--- src/rtl/krt_ram.sv ---
// Simple dual-port RAM: one write port, one read port with registered data.
// Holds one column of the record table; no dependencies.
module krt_ram #(
  parameter int DEPTH = 128,
  parameter int AW    = 7,
  parameter int DW    = 32
) (
  input  logic          clk,
  input  logic          we,
  input  logic [AW-1:0] waddr,
  input  logic [DW-1:0] wdata,
  input  logic [AW-1:0] raddr,
  output logic [DW-1:0] rdata
);

  logic [DW-1:0] mem [DEPTH];

  always_ff @(posedge clk) begin
    if (we) begin
      mem[waddr] <= wdata;
    end
  end

  always_ff @(posedge clk) begin
    rdata <= mem[raddr];
  end

endmodule

--- config.mk ---
export PLATFORM = sky130hd
export DESIGN_NAME = krt_ram
export DESIGN_NICKNAME = d
export VERILOG_FILES = /design/src/rtl/krt_ram.sv
export SDC_FILE = /design/constraint.sdc
export NUM_CORES = 2
export LEC_CHECK = 0
export BUFFER_PORTS_ARGS = -buffer_cell sky130_fd_sc_hd__buf_4
export CAP_MARGIN = 20
export CORE_AREA = 2 2 794 796
export CTS_CLUSTER_DIAMETER = 40
export DETAILED_ROUTE_END_ITERATION = 8
export DIE_AREA = 0 0 796 798
export HOLD_SLACK_MARGIN = 0.12
export PLACE_DENSITY_LB_ADDON = 0.2
export SETUP_SLACK_MARGIN = 0.3
export SLEW_MARGIN = 10
export SYNTH_ARGS = -nofsm -noshare
export SYNTH_HDL_FRONTEND = slang
export SYNTH_SLANG_ARGS = --single-unit
--- constraint.sdc ---
create_clock -name clk -period 6.3 [get_ports clk]
set_clock_uncertainty 0.1 [all_clocks]
set_input_delay 0.63 -clock clk [delete_from_list [all_inputs] [get_ports clk]]
set_output_delay 0.63 -clock clk [all_outputs]
set_load 0.05 [all_outputs]
# Word level (Yosys, flattened, before mapping)
# Memories as Yosys holds them, arrays and structs flattened. A register that Yosys moved wholly into a read port is not among the register bits.
# Cells that the tools add are included.
# word_totals
reg_bits	0
memories	1
out_inout_bits	32
wordCells	3
inputBits	48
ramBits	4096
# op_classes
n_mux	2
# memory_table
memory	depth	word_bits	read_ports	rd_clocked_by_memory_dff	wr	line_no	source
mem	128	32	1	1	1	16	logic [DW-1:0] mem [DEPTH];
# ops
cell	n
2-to-1 mux 1 bit	2

# Depth between registers and ports, before layout
# logic_depth
word_depth	2
mapped_depth	8
mapped_depth_nobuf	4

# Least setup slack after synthesis
# OpenSTA, ideal clock, no wires.
# synth_timing
path_type	input to register
start	input we
end	memory mem[98][0] (enable)
setup_ps	461
arrival_time_ps	3408
path_buffers	1
slack_ps	2331
required_time_ps	5739
path_stages	3
cell_sequence	clkbuf_1 -> nand4_1 -> nor3_1
# synth_between
elab_chain_len	2
# synth_rtl
item	line_no	source
from (decl)	9	input logic we,
2-to-1 mux 1 bit	19	if (we) begin
2-to-1 mux 1 bit (not written as such)	20	mem[waddr] <= wdata;
to (decl)	16	
# Every way passes these cells.

==> results by group <==
Worst setup path
  • Launch point of the worst reg-to-reg path: mem[15][7]
  • Critical path class: input port to flip-flop
  • Endpoint arrival time on the critical path: 4.31 ns
  • Peak fanout along the critical path: 66
  • CP required: 7.12 ns
  • Sort of element at the end of the critical path: flip-flop
  • Launch point of the worst path: raddr[0]
  • Crit start category: input port

Clock network
  • Skew-Pair Late Insertion Delay: 1.06 ns
  • H-tree Lvls: 6
  • Clock Sinks: 4,128
  • Number of buffers created by CTS: 572
  • CTS hold repair buffers: 27
  • Cts repair resizes: 0
  • Number of setup buffers added after CTS: 0
  • Buffer levels on the longest clock path: 4
  • Clock tree root buffer cell: clkbuf_16
  • CTS tree: yes
  • CTS clock-pin slew for the worst setup and hold paths: 0.05 ns

Power
  • Switching part of the total: 0.2246
  • Share of power burned in registers: 0.458
  • Cell-internal power: 51.70 mW
  • Combinational fraction of design power: 0.049
  • Share of power burned in the clock network: 0.493
  • Power per cell area: 351.2 nW/µm²
  • Cell leakage power: 57.63 nW
  • Maximum vdd drop: 0.3189 mV
  • Net Sw Power: 14.97 mW

Logic synthesis
  • Distinct cell type count after synthesis: 17
  • Number of nets produced by synthesis: 6,038
  • Syn avg cell area: 26.09 µm²
  • Cell area after synthesis: 156,300 µm²
  • #FFs+latches synth: 4,128
  • Cells after Synth: 5,990
  • Share of the yosys chip area belonging to registers: 0.7912
  • Yosys synthesis warning count: 0

Cells and area
  • Layout Area Growth over Synthesis: 21.50%
  • Number of nets in the final layout: 6,714
  • Fill count: 59.61k
  • Non-filler instance count after layout: 15.53k
  • Share of layout cells above drive strength 1: 0.3949

Timing
  • Share of the clock period used by the worst path: 0.5548
  • Setup repair after global routing missed its margin: false
  • Slew HR: 0.1926
  • Max Transition Viols Final: 0
  • Number of failing setup endpoints in the final timing report: 0
  • Peak clock frequency supported by timing: 0.2861 GHz
  • Time the worst path needs with I/O delays and setup: 3.495 ns
  • Slew at the pin closest to its max-slew limit: 1.208 ns
  • Crit path setup slack, layout: 2.805 ns
  • Sum of negative setup slack: 0 ns
  • Endpoints failing hold: 0

Routing
  • Detailed-route wire length per cell: 31.95 µm
  • Count of TritonRoute iterations in the first routing pass: 5
  • Vias post-DR: 72.10k
  • Total routed wirelength: 496.0 mm
  • Via density: 4.644
  • 1st-iter DRT viols: 8,939
  • Post-route DRC: 0
  • Remaining antenna violation count after routing: 0

Job
  • # Max-Cap Violations: 0

Global routing
  • Global-route congestion overflow total: 0
  • Total Routing Usage GR: 0.1527
  • Via count of the first global-routing pass: 75.08k
  • Global-route wire length before repair: 668.2 mm
  • Initial antenna violation count: 96
  • Largest net degree at the start of global routing: 106

Outcome
  • Status: finished, final reports clean

Floorplanning
  • I/O Pins: 80
  • Horizontal die dimension: 796 µm
  • Count of standard-cell rows: 291
  • Core region area: 626,600 µm²
  • Die Y-Extent: 798 µm
  • Floorplan die area: 635,200 µm²
  • Initial core utilization: 0.2494

Placement
  • Half-perimeter wire length after placement: 286.9 mm
  • Cell total after placement: 14.42k
  • Final estimated routing congestion in global placement: 0.7689
  • Worst slack after detailed placement: 1.716 ns
  • # port buffers: 79

Worst hold path
  • HP Class: input port to flip-flop
  • Hold path startpoint: wdata[28]
==> path summary, 6_finish.rpt <==
kind                               endpoint  slack [ns]  depth (start not counted)
worst max-delay path              rdata[10]        2.80                          7
worst min-delay path            mem[31][28]        0.17                          1
worst max register to register     rdata[7]        3.53                          4
worst min register to register     rdata[7]        1.04                          4
==> registers in the layout, summed over array words and instances, names as in the netlist <==
name	flops
rdata	32
mem	4096
==> cells in the mapped netlist <==
| library cell | count | area share |
|---|---|---|
| dfxtp_1 | 32 | 0.0041 |
| clkbuf_1 | 182 | 0.0044 |
| nor3_1 | 9 | 0.00029 |
| mux2_2 | 32 | 0.0023 |
| or3_1 | 1 | 0.000040 |
| buf_1 | 50 | 0.0012 |
| buf_4 | 3 | 0.00014 |
| nand2_1 | 14 | 0.00034 |
| nand3_1 | 12 | 0.00038 |
| nor2_1 | 122 | 0.0029 |
| buf_2 | 79 | 0.0025 |
| nor2b_1 | 7 | 0.00028 |
| buf_6 | 2 | 0.00014 |
| nand4_1 | 3 | 0.00012 |
| edfxtp_1 | 4096 | 0.79 |
| nand2b_1 | 2 | 0.000080 |
| mux4_2 | 1344 | 0.19 |
==> power groups by stage <==
stage                     registers (mW)  logic [mW]  clock network [mW]
after global routing                30.5        3.41                34.7
after floorplan                     31.1        1.46                   0
after global placement              31.1        3.30                   0
after CTS                           30.5        3.36                33.6
after detailed placement            31.1        3.33                   0
final                               30.5        3.26                32.9
==> per-layer routing <==
layer / wire, µm / vias to the layer above / global-route usage / part of all wire
li1: - / 28090 / - / -
met1: 208000 / 40890 / 0.2062 / 0.42
met2: 243700 / 2522 / 0.2563 / 0.49
met3: 32930 / 588 / 0.02766 / 0.066
met4: 11210 / 20 / 0.03580 / 0.023
met5: 128 / - / 0 / 0.00026
==> through the flow <==
| stage | cell area [µm²] | util | hold WS, ns | power, mW |
|---|---|---|---|---|
| 4_1_cts | 189800 | 0.3028 | 0.1255 | 67.46 |
| 3_5_place_dp | 169900 | 0.2711 | 0.9257 | 34.42 |
| 6_report | 189900 | 0.3030 | 0.1656 | 66.67 |
| 2_1_floorplan | 156300 | - | 0.6289 | 32.54 |
| 3_3_place_gp | 169800 | 0.2710 | 0.9320 | 34.38 |
| 5_1_grt | 189800 | 0.3029 | 0.1769 | 68.63 |
==> area by class of cell <==
cell class              count  area, µm²  share of cell area
flip-flops and latches   4128     123600              0.6512
repair buffers            418       3797             0.02000
well taps                8350      10450             0.05502
multi-input cells        1546      32290              0.1701
clock buffers             638      14780             0.07786
diodes                     45      112.6           0.0005931
clock inverters           401       4801             0.02528
==> placed cells by master, fill, tap and decap left out <==
| cell | instances |
|---|---|
| nand2_2 | 3 |
| nor3_2 | 9 |
| clkinv_16 | 11 |
| nand2_1 | 11 |
| buf_16 | 2 |
| nand4_1 | 3 |
| buf_12 | 42 |
| clkinv_4 | 35 |
| buf_4 | 343 |
| dlygate4sd3_1 | 27 |
| nor2_4 | 119 |
| nand3_2 | 4 |
| clkinv_1 | 71 |
| edfxtp_1 | 4096 |
| or3_1 | 1 |
| bufinv_16 | 74 |
| inv_8 | 4 |
| buf_8 | 3 |
| nor2b_1 | 7 |
| nand2b_1 | 2 |
| inv_6 | 47 |
| inv_16 | 11 |
| nand3_1 | 8 |
| diode_2 | 45 |
| clkinv_8 | 10 |
| mux4_2 | 1344 |
| clkinvlp_4 | 58 |
| clkbuf_1 | 54 |
| nor2_1 | 3 |
| buf_6 | 1 |
| dfxtp_1 | 32 |
| mux2_2 | 32 |
| clkinv_2 | 80 |
| clkbuf_16 | 581 |
| clkbuf_8 | 3 |
==> cell families (layout without fill, tap and decap cells) <==
group                  count (synthesis)  count (layout)  share of synthesized area
and+or+nand+nor                      170             170                   0.004460
muxes                               1376            1376                     0.1960
DFF                                 4128            4128                     0.7912
buffers and inverters                316            1457                   0.008391
other                                  0              45                          0
==> critical path, cell delays in order <==
cell	delay (ns)
buf_16	0.48
buf_12	0.43
buf_4	0.37
mux4_2	0.56
mux4_2	0.57
mux4_2	0.66
mux2_2	0.32
No activity file was read; power rests on OpenSTA's default activity.
