===== config.mk =====
export PLATFORM = sky130hd
export DESIGN_NAME = krt_seq
export DESIGN_NICKNAME = d
export VERILOG_FILES = /design/src/rtl/krt_pkg.sv /design/src/rtl/krt_seq.sv
export SDC_FILE = /design/constraint.sdc
export NUM_CORES = 1
export LEC_CHECK = 0
export BUFFER_PORTS_ARGS = -buffer_cell sky130_fd_sc_hd__buf_4
export CORE_UTILIZATION = 29
export CTS_CLUSTER_DIAMETER = 30
export DETAILED_ROUTE_END_ITERATION = 8
export SLEW_MARGIN = 20
export SYNTH_ARGS = -nofsm -noshare
export SYNTH_HDL_FRONTEND = slang
export SYNTH_SLANG_ARGS = --single-unit

===== constraint.sdc =====
create_clock -name clk -period 5.3 [get_ports clk]
set_input_delay 1.06 -clock clk [delete_from_list [all_inputs] [get_ports clk]]
set_output_delay 1.06 -clock clk [all_outputs]
set_load 0.05 [all_outputs]

===== src/rtl/krt_pkg.sv =====
// Shared types and codes for the keyed record table.
// Used by krt_seq and keyed_record_table_top; no dependencies.
package krt_pkg;

  typedef enum logic [1:0] {
    KIND_INSERT = 2'd0,
    KIND_SEARCH = 2'd1,
    KIND_UPDATE = 2'd2
  } kind_t;

  typedef enum logic [1:0] {
    ST_OK      = 2'd0,
    ST_FULL    = 2'd1,
    ST_DUP     = 2'd2,
    ST_MISSING = 2'd3
  } status_t;

  typedef enum logic [1:0] {
    S_IDLE,
    S_SCAN,
    S_WRITE,
    S_DONE
  } seq_state_t;

  typedef struct packed {
    status_t            status;
    logic signed [31:0] quantity;
    logic [6:0]         slot;
  } result_t;

endpackage


===== src/rtl/krt_seq.sv =====
// Request sequencer: linear key scan through the shared comparator, adder
// for updates, and write-back. Depends on krt_pkg; drives two krt_ram columns.
module krt_seq
  import krt_pkg::*;
#(
  parameter int CAPACITY = 128,
  parameter int AW       = 7,
  parameter int CW       = 8
) (
  input  logic               clk,
  input  logic               rst_n,
  input  logic               in_valid,
  output logic               in_ready,
  input  logic [1:0]         in_kind,
  input  logic signed [31:0] in_part_key,
  input  logic signed [31:0] in_amount,
  output logic               res_valid,
  input  logic               res_ready,
  output result_t            res,
  output logic [AW-1:0]      rd_addr,
  input  logic [31:0]        key_rd,
  input  logic [31:0]        qty_rd,
  output logic               key_we,
  output logic               qty_we,
  output logic [AW-1:0]      wr_addr,
  output logic [31:0]        key_wdata,
  output logic [31:0]        qty_wdata
);

  seq_state_t    state_r, state_nxt;
  kind_t         kind_r;
  logic [31:0]   key_r;
  logic [31:0]   amt_r;
  logic [CW-1:0] fill_r;
  logic [CW-1:0] iss_r;
  logic          chk_v_r;
  logic [AW-1:0] chk_idx_r;
  logic [AW-1:0] hit_slot_r;
  result_t       res_r;

  logic          accept;
  logic          full;
  logic          issue;
  logic          hit;
  logic          last;
  logic          req_known;
  logic [AW+6:0] chk_wide;
  logic [AW+6:0] fill_wide;

  assign full      = (fill_r == CW'(CAPACITY));
  assign accept    = in_valid && in_ready;
  assign issue     = (iss_r < fill_r);
  assign hit       = chk_v_r && (key_rd == key_r);
  assign last      = chk_v_r && ((CW'(chk_idx_r) + CW'(1)) == fill_r);
  assign req_known = (kind_t'(in_kind) == KIND_INSERT) ||
                     (kind_t'(in_kind) == KIND_SEARCH) ||
                     (kind_t'(in_kind) == KIND_UPDATE);
  assign chk_wide  = {7'd0, chk_idx_r};
  assign fill_wide = {7'd0, fill_r[AW-1:0]};
  assign rd_addr   = iss_r[AW-1:0];
  assign res       = res_r;

  // Next state
  always_comb begin
    state_nxt = state_r;
    case (state_r)
      S_IDLE: begin
        if (in_valid) begin
          if (!req_known) begin
            state_nxt = S_DONE;
          end else if (kind_t'(in_kind) == KIND_INSERT && full) begin
            state_nxt = S_DONE;
          end else if (fill_r == '0) begin
            state_nxt = (kind_t'(in_kind) == KIND_INSERT) ? S_WRITE : S_DONE;
          end else begin
            state_nxt = S_SCAN;
          end
        end
      end
      S_SCAN: begin
        if (hit) begin
          state_nxt = (kind_r == KIND_UPDATE) ? S_WRITE : S_DONE;
        end else if (last) begin
          state_nxt = (kind_r == KIND_INSERT) ? S_WRITE : S_DONE;
        end
      end
      S_WRITE: state_nxt = S_DONE;
      S_DONE: begin
        if (res_ready) begin
          state_nxt = S_IDLE;
        end
      end
      default: state_nxt = S_IDLE;
    endcase
  end

  // Outputs
  always_comb begin
    in_ready  = 1'b0;
    res_valid = 1'b0;
    key_we    = 1'b0;
    qty_we    = 1'b0;
    wr_addr   = hit_slot_r;
    key_wdata = key_r;
    qty_wdata = res_r.quantity;
    case (state_r)
      S_IDLE:  in_ready = 1'b1;
      S_WRITE: begin
        qty_we = 1'b1;
        if (kind_r == KIND_INSERT) begin
          key_we    = 1'b1;
          wr_addr   = fill_r[AW-1:0];
          qty_wdata = amt_r;
        end
      end
      S_DONE:  res_valid = 1'b1;
      default: ;
    endcase
  end

  always_ff @(posedge clk) begin
    if (!rst_n) begin
      state_r <= S_IDLE;
      fill_r  <= '0;
      chk_v_r <= 1'b0;
      iss_r   <= '0;
    end else begin
      state_r <= state_nxt;
      case (state_r)
        S_IDLE: begin
          chk_v_r <= 1'b0;
          iss_r   <= '0;
        end
        S_SCAN: begin
          // Hold the issue pointer at the fill mark; each slot is compared in the cycle after its read is issued.
          chk_v_r <= issue && !hit && !last;
          if (issue) begin
            iss_r <= iss_r + CW'(1);
          end
        end
        S_WRITE: begin
          if (kind_r == KIND_INSERT) begin
            fill_r <= fill_r + CW'(1);
          end
        end
        default: ;
      endcase
    end
  end

  // Request and result datapath
  always_ff @(posedge clk) begin
    case (state_r)
      S_IDLE: begin
        if (accept) begin
          kind_r         <= kind_t'(in_kind);
          key_r          <= in_part_key;
          amt_r          <= in_amount;
          res_r.status   <= (kind_t'(in_kind) == KIND_INSERT && full) ? ST_FULL : ST_MISSING;
          res_r.quantity <= '0;
          res_r.slot     <= '0;
        end
      end
      S_SCAN: begin
        chk_idx_r <= iss_r[AW-1:0];
        if (hit) begin
          hit_slot_r <= chk_idx_r;
          case (kind_r)
            KIND_INSERT: res_r.status <= ST_DUP;
            KIND_SEARCH: begin
              res_r.status   <= ST_OK;
              res_r.quantity <= qty_rd;
              res_r.slot     <= chk_wide[6:0];
            end
            KIND_UPDATE: begin
              res_r.status   <= ST_OK;
              res_r.quantity <= qty_rd + amt_r;
              res_r.slot     <= chk_wide[6:0];
            end
            default: ;
          endcase
        end
      end
      S_WRITE: begin
        if (kind_r == KIND_INSERT) begin
          res_r.status   <= ST_OK;
          res_r.quantity <= amt_r;
          res_r.slot     <= fill_wide[6:0];
        end
      end
      default: ;
    endcase
  end

endmodule


---- Word-level counts from Yosys, hierarchy flattened ----
Cells that the tools add are included.
word-level totals
  RAM bits ................................ 0
  memories kept ........................... 0
  bits in read-only memories .............. 0
  bits in registers ....................... 140
  bits of input ports ..................... 134
  output and inout bits ................... 123
  bits in latches ......................... 0
operators by class
  bitwise logic cells ..................... 0
  div/mod/pow operators ................... 0
  multiplexer cells ....................... 30
  shift operators ......................... 0
  add/subtract/negate cells ............... 4
  multipliers ............................. 0
  $lt $le $gt $ge ......................... 1
  reductions and logical operators ........ 24
  equal/unequal tests ..................... 19
operators with widths
  cell                   count
  $mux W41               3
  $pmux W41 S3           1
  $pmux W39 S2           1
  $mux W32               2
  $add A32 B32 Y32       1
  $eq A32 B32 Y1         1
  $add A8 B1 Y8 const B  2
  $mux W2                8
  $pmux W8 S2            1
  $mux W7                2
  $ne A2 B2 Y1 const B   6
  $reduce_and A5 Y1      2
  $ne A3 B3 Y1 const B   3
  $add A7 B1 Y8 const B  1
  $eq A2 B2 Y1 const B   4
  $eq A8 B8 Y1           1
  $eq A8 B8 Y1 const B   1
  $logic_not A8 Y1       1
  $lt A8 B8 Y1           1
  $mux W1                8
  $mux W8                1
  $pmux W2 S4            1
  $reduce_and A2 Y1      4
  $eq A2 B1 Y1 const B   3
  10 further kinds       19

---- Longest topological paths before layout ----
  depth after elaboration ................. 7
  depth in mapped cells ................... 11
  depth with buffers taken out ............ 11

---- Worst setup path after synthesis ----
Ideal clock, no wire load.
  kind .................................... input-to-reg
  start ................................... input key_rd[28]
  end ..................................... register res_r (netlist bit res[0]) (enable)
  data required time ...................... 4.852 ns
  arrival ................................. 3.932 ns
  stages on the path ...................... 6
  path slack .............................. 0.920 ns
  library setup time ...................... 0.448 ns
  cell sequence ........................... xor2_1 -> nor4_1 -> nand4_1 -> nor3_2 -> nand2_1 -> a21oi_1
between the ends
  word-level cells in the longest chain between the ends .. 4
ends and longest elaborated chain
  item                                line           source
  start: declaration                  krt_seq.sv:21  input logic [31:0] key_rd,
  $eq A32 B32 Y1                      krt_seq.sv:53  assign hit = chk_v_r && (key_rd == key_r);
  $logic_and A1 B1 Y1                 krt_seq.sv:53
  $ne A2 B2 Y1 (no source line)       -
  $reduce_and A5 Y1 (no source line)  -
  end: declaration                    krt_seq.sv:39  result_t res_r;
No other way between the ends.
A chain may end at the register's enable or synchronous reset.

---- Worst setup path after layout ----
  start ................................... input key_rd[7]
  end ..................................... register res_r (netlist bit res[17]) (enable)
The elaborated chain is that of the path after synthesis.

==> results.cfg <==
[run_status]
status = finished clean

[cells_and_area]
utilization_pct = 40.0
nets = 1222
layout-drive-gt1-share_pct = 30.5
fill_cells = 2732
insertedDiodeCount = 0
syn_to_final_growth_pct = 35.3

[synth]
netlist_area_mm2 = 0.00823
synth_top_flop_cell = edfxtp_1
synth_top_cell_by_area = edfxtp_1
synth.area.top_cells = edfxtp_1, ha_1, nand2_1, xor2_1, dfxtp_1
async_reset_ff_share_pct = 0
synth_fp_nets = 979
ys_types = 66
synth_enable_flop_cells = 121
ys_ff_latch = 140
postSynthCellCount = 795
syn_avg_cell_area_um2 = 10.4
synth_warnings = 0
synth_top_area_share_pct = 44.1
ys_seq_area_share_pct = 48.8

[global_route]
first_global_vias = 6759
gr-total-overflow = 0
antenna_found_initial = 0
grt_pass1_wl_mm = 37.7
grt_usage_pct = 17.3
grt_max_degree = 67

[clock_network]
cts_hold_buf = 0
clockBufferDepth = 2
cts_resized = 0
path_clk_slew_ns = 0.08
cts_sinks = 140
root_buffer = clkbuf_16
cts_made_buffers = 17
cts_tree = built
clkLatencyLatePin_ns = 0.44
post_cts_buffers = 0
cts_htree_levels = 4

[floorplanning]
coreArea_mm2 = 0.0279
num_rows = 61
dieHeight_um = 170
die_x_um = 170
io-pin-count = 257
die-area_mm2 = 0.0291
initial_core_util_pct = 29.5

[sta]
slew_headroom_pct = 23.7
fin_tns_setup_ns = 0
finalHoldViolations = 0
fin_crit_sh_pct = 64.3
setup_viol = 0
drv_slew = 0
worst_pin_slew_ns = 1.14
rsz0062_at_grt = no
min_period_ns = 3.41
fmax_mhz = 294
fin_worst_skew_ns = 0.0265

[critical_path]
r2r_end = res[17]
cp_max_fo = 25
cp_common_cell = buf_4
cp_num_cells = 8
cp_top_family = simple AND/OR/NAND/NOR gates
rrSetupSlack_ns = 2.13
path_class = in2reg
slowest_delay_ns = 0.53
crit_chain = buf_4 > xor2_1 > nor4_1 > nand4_1 > nor3_2 > nand2_1 > a21oi_4 > buf_4
crit_required_ns = 5.39
cp-end-kind = flip-flop
crit_buf_inv = 2
worstReg2RegStart = key_wdata[28]
startpoint = key_rd[7]
critPathLaunchType = primary input
slowest_stage = a21oi_4
reg2reg_depth = 7
crit_arrival_ns = 3.49

[placed_design]
portBuffers = 256
place_congestion = 0.874
dpl.hpwl_mm = 18.8

[worst_hold_path]
worstHoldStart = iss_r[7]
hold_class = reg2reg
hold_depth = 2
holdPathEnd = iss_r[7]

[route]
wire_per_inst_um = 17.6
ant_nets = 0
initialDrtViolationCount = 370
drc = 0
routed_wirelength_mm = 25.1
via_per_inst = 4.80
firstDrtPassIters = 5
num_vias = 6853

[power]
p_per_area_mw_per_mm2 = 584
irDropWorstVdd_v = 0.000283
p_leak_uw = 0.00469
p_total_uw = 6500

[flow_run]
drv_cap = 0
## worst max-delay path by stage
stage	endpoint	slack [ns]
after floorplan	res[0]	0.92
after global placement	res[3]	1.41
after detailed placement	res[4]	1.37
after CTS	res[17]	1.83
after global routing	res[17]	1.69
final	res[17]	1.89
## metrics by stage
stage               setup WS, ns  area [µm²]  hold WS [ns]  instances
floorplan                  0.920        8230         0.461        795
global route                1.69       11100         0.531       1429
finish                      1.89       11100         0.515       1429
detailed placement          1.37       10500         0.497       1397
global placement            1.41       10500         0.482       1397
CTS                         1.83       11100         0.517       1429
## cells in the final DEF, fill, tap and decap left out, drive strengths merged, types with 14 or more instances in the layout
| master | count |
|---|---|
| o21ai | 40 |
| a21oi | 45 |
| buf | 262 |
| xnor2 | 26 |
| a21o | 19 |
| and2 | 14 |
| nor2 | 30 |
| a22oi | 26 |
| nand2 | 144 |
| clkbuf | 17 |
| nand3 | 14 |
| edfxtp | 121 |
| ha | 49 |
| dfxtp | 19 |
| xor2 | 52 |
| inv | 32 |
## tightest hold or removal path, stage by stage (launching register included)
cell and delay, ns:
dfxtp_1 0.33, o21ai_1 0.07, a21oi_1 0.06
## power by group
part           internal (µW)  leakage, µW  switching, µW  total (µW)
clock network            644     0.000302            600        1240
logic                   1000      0.00306           2390        3400
registers               1640      0.00133            224        1860
total                   3290      0.00469           3220        6500
## cell families (layout without fill, tap and decap cells)
logic type | count (synthesis) | in the layout | share of synthesized area (%)
xor+xnor | 78 | 78 | 8.30
flops | 140 | 140 | 48.8
mux | 14 | 14 | 1.81
buf+inv | 65 | 321 | 3.31
simple gates | 256 | 256 | 14.2
compound gates | 192 | 192 | 15.9
fa+ha+maj | 50 | 50 | 7.69
## layout make-up
type / count / area, µm² / share of cell area, %
flip-flops and latches: 140 / 4010 / 36.0
multi-input cells: 590 / 3960 / 35.6
repair buffers: 262 / 1970 / 17.7
well taps: 378 / 473 / 4.25
clock buffers: 17 / 425 / 3.82
clock inverters: 15 / 199 / 1.79
inverters: 27 / 101 / 0.910
## synth_stat cells (6+ instances only)
cell type,count
nand2_1,144
edfxtp_1,121
xor2_1,52
ha_1,49
a21oi_1,44
nor2_1,30
a22oi_1,26
inv_1,26
xnor2_1,26
o21ai_1,25
clkbuf_1,24
a21o_1,19
dfxtp_1,19
o21ai_0,15
and2_1,14
nand3_1,12
o22ai_1,11
nor3_1,9
nor4_1,8
buf_4,7
mux2_2,7
mux2i_1,7
nor2b_1,7
nand4_1,6
## state kept, by name (all words and copies together) (netlist names), 2 cells and up
signal / flops
fill_r: 8
state_r: 2
iss_r: 8
amt_r: 32
kind_r: 2
res: 41
key_wdata: 32
hit_slot_r: 7
chk_idx_r: 7
## layer usage
| metal | routed length (µm) | up-vias | GRT usage, % |
|---|---|---|---|
| li1 | - | 3380 | - |
| met1 | 11000 | 3190 | 21.4 |
| met2 | 11700 | 258 | 28.5 |
| met4 | 362 | 0 | 5.25 |
| met5 | 0 | - | 0 |
| met3 | 2040 | 25 | 5.67 |
Power figures use the tool's default switching activity.
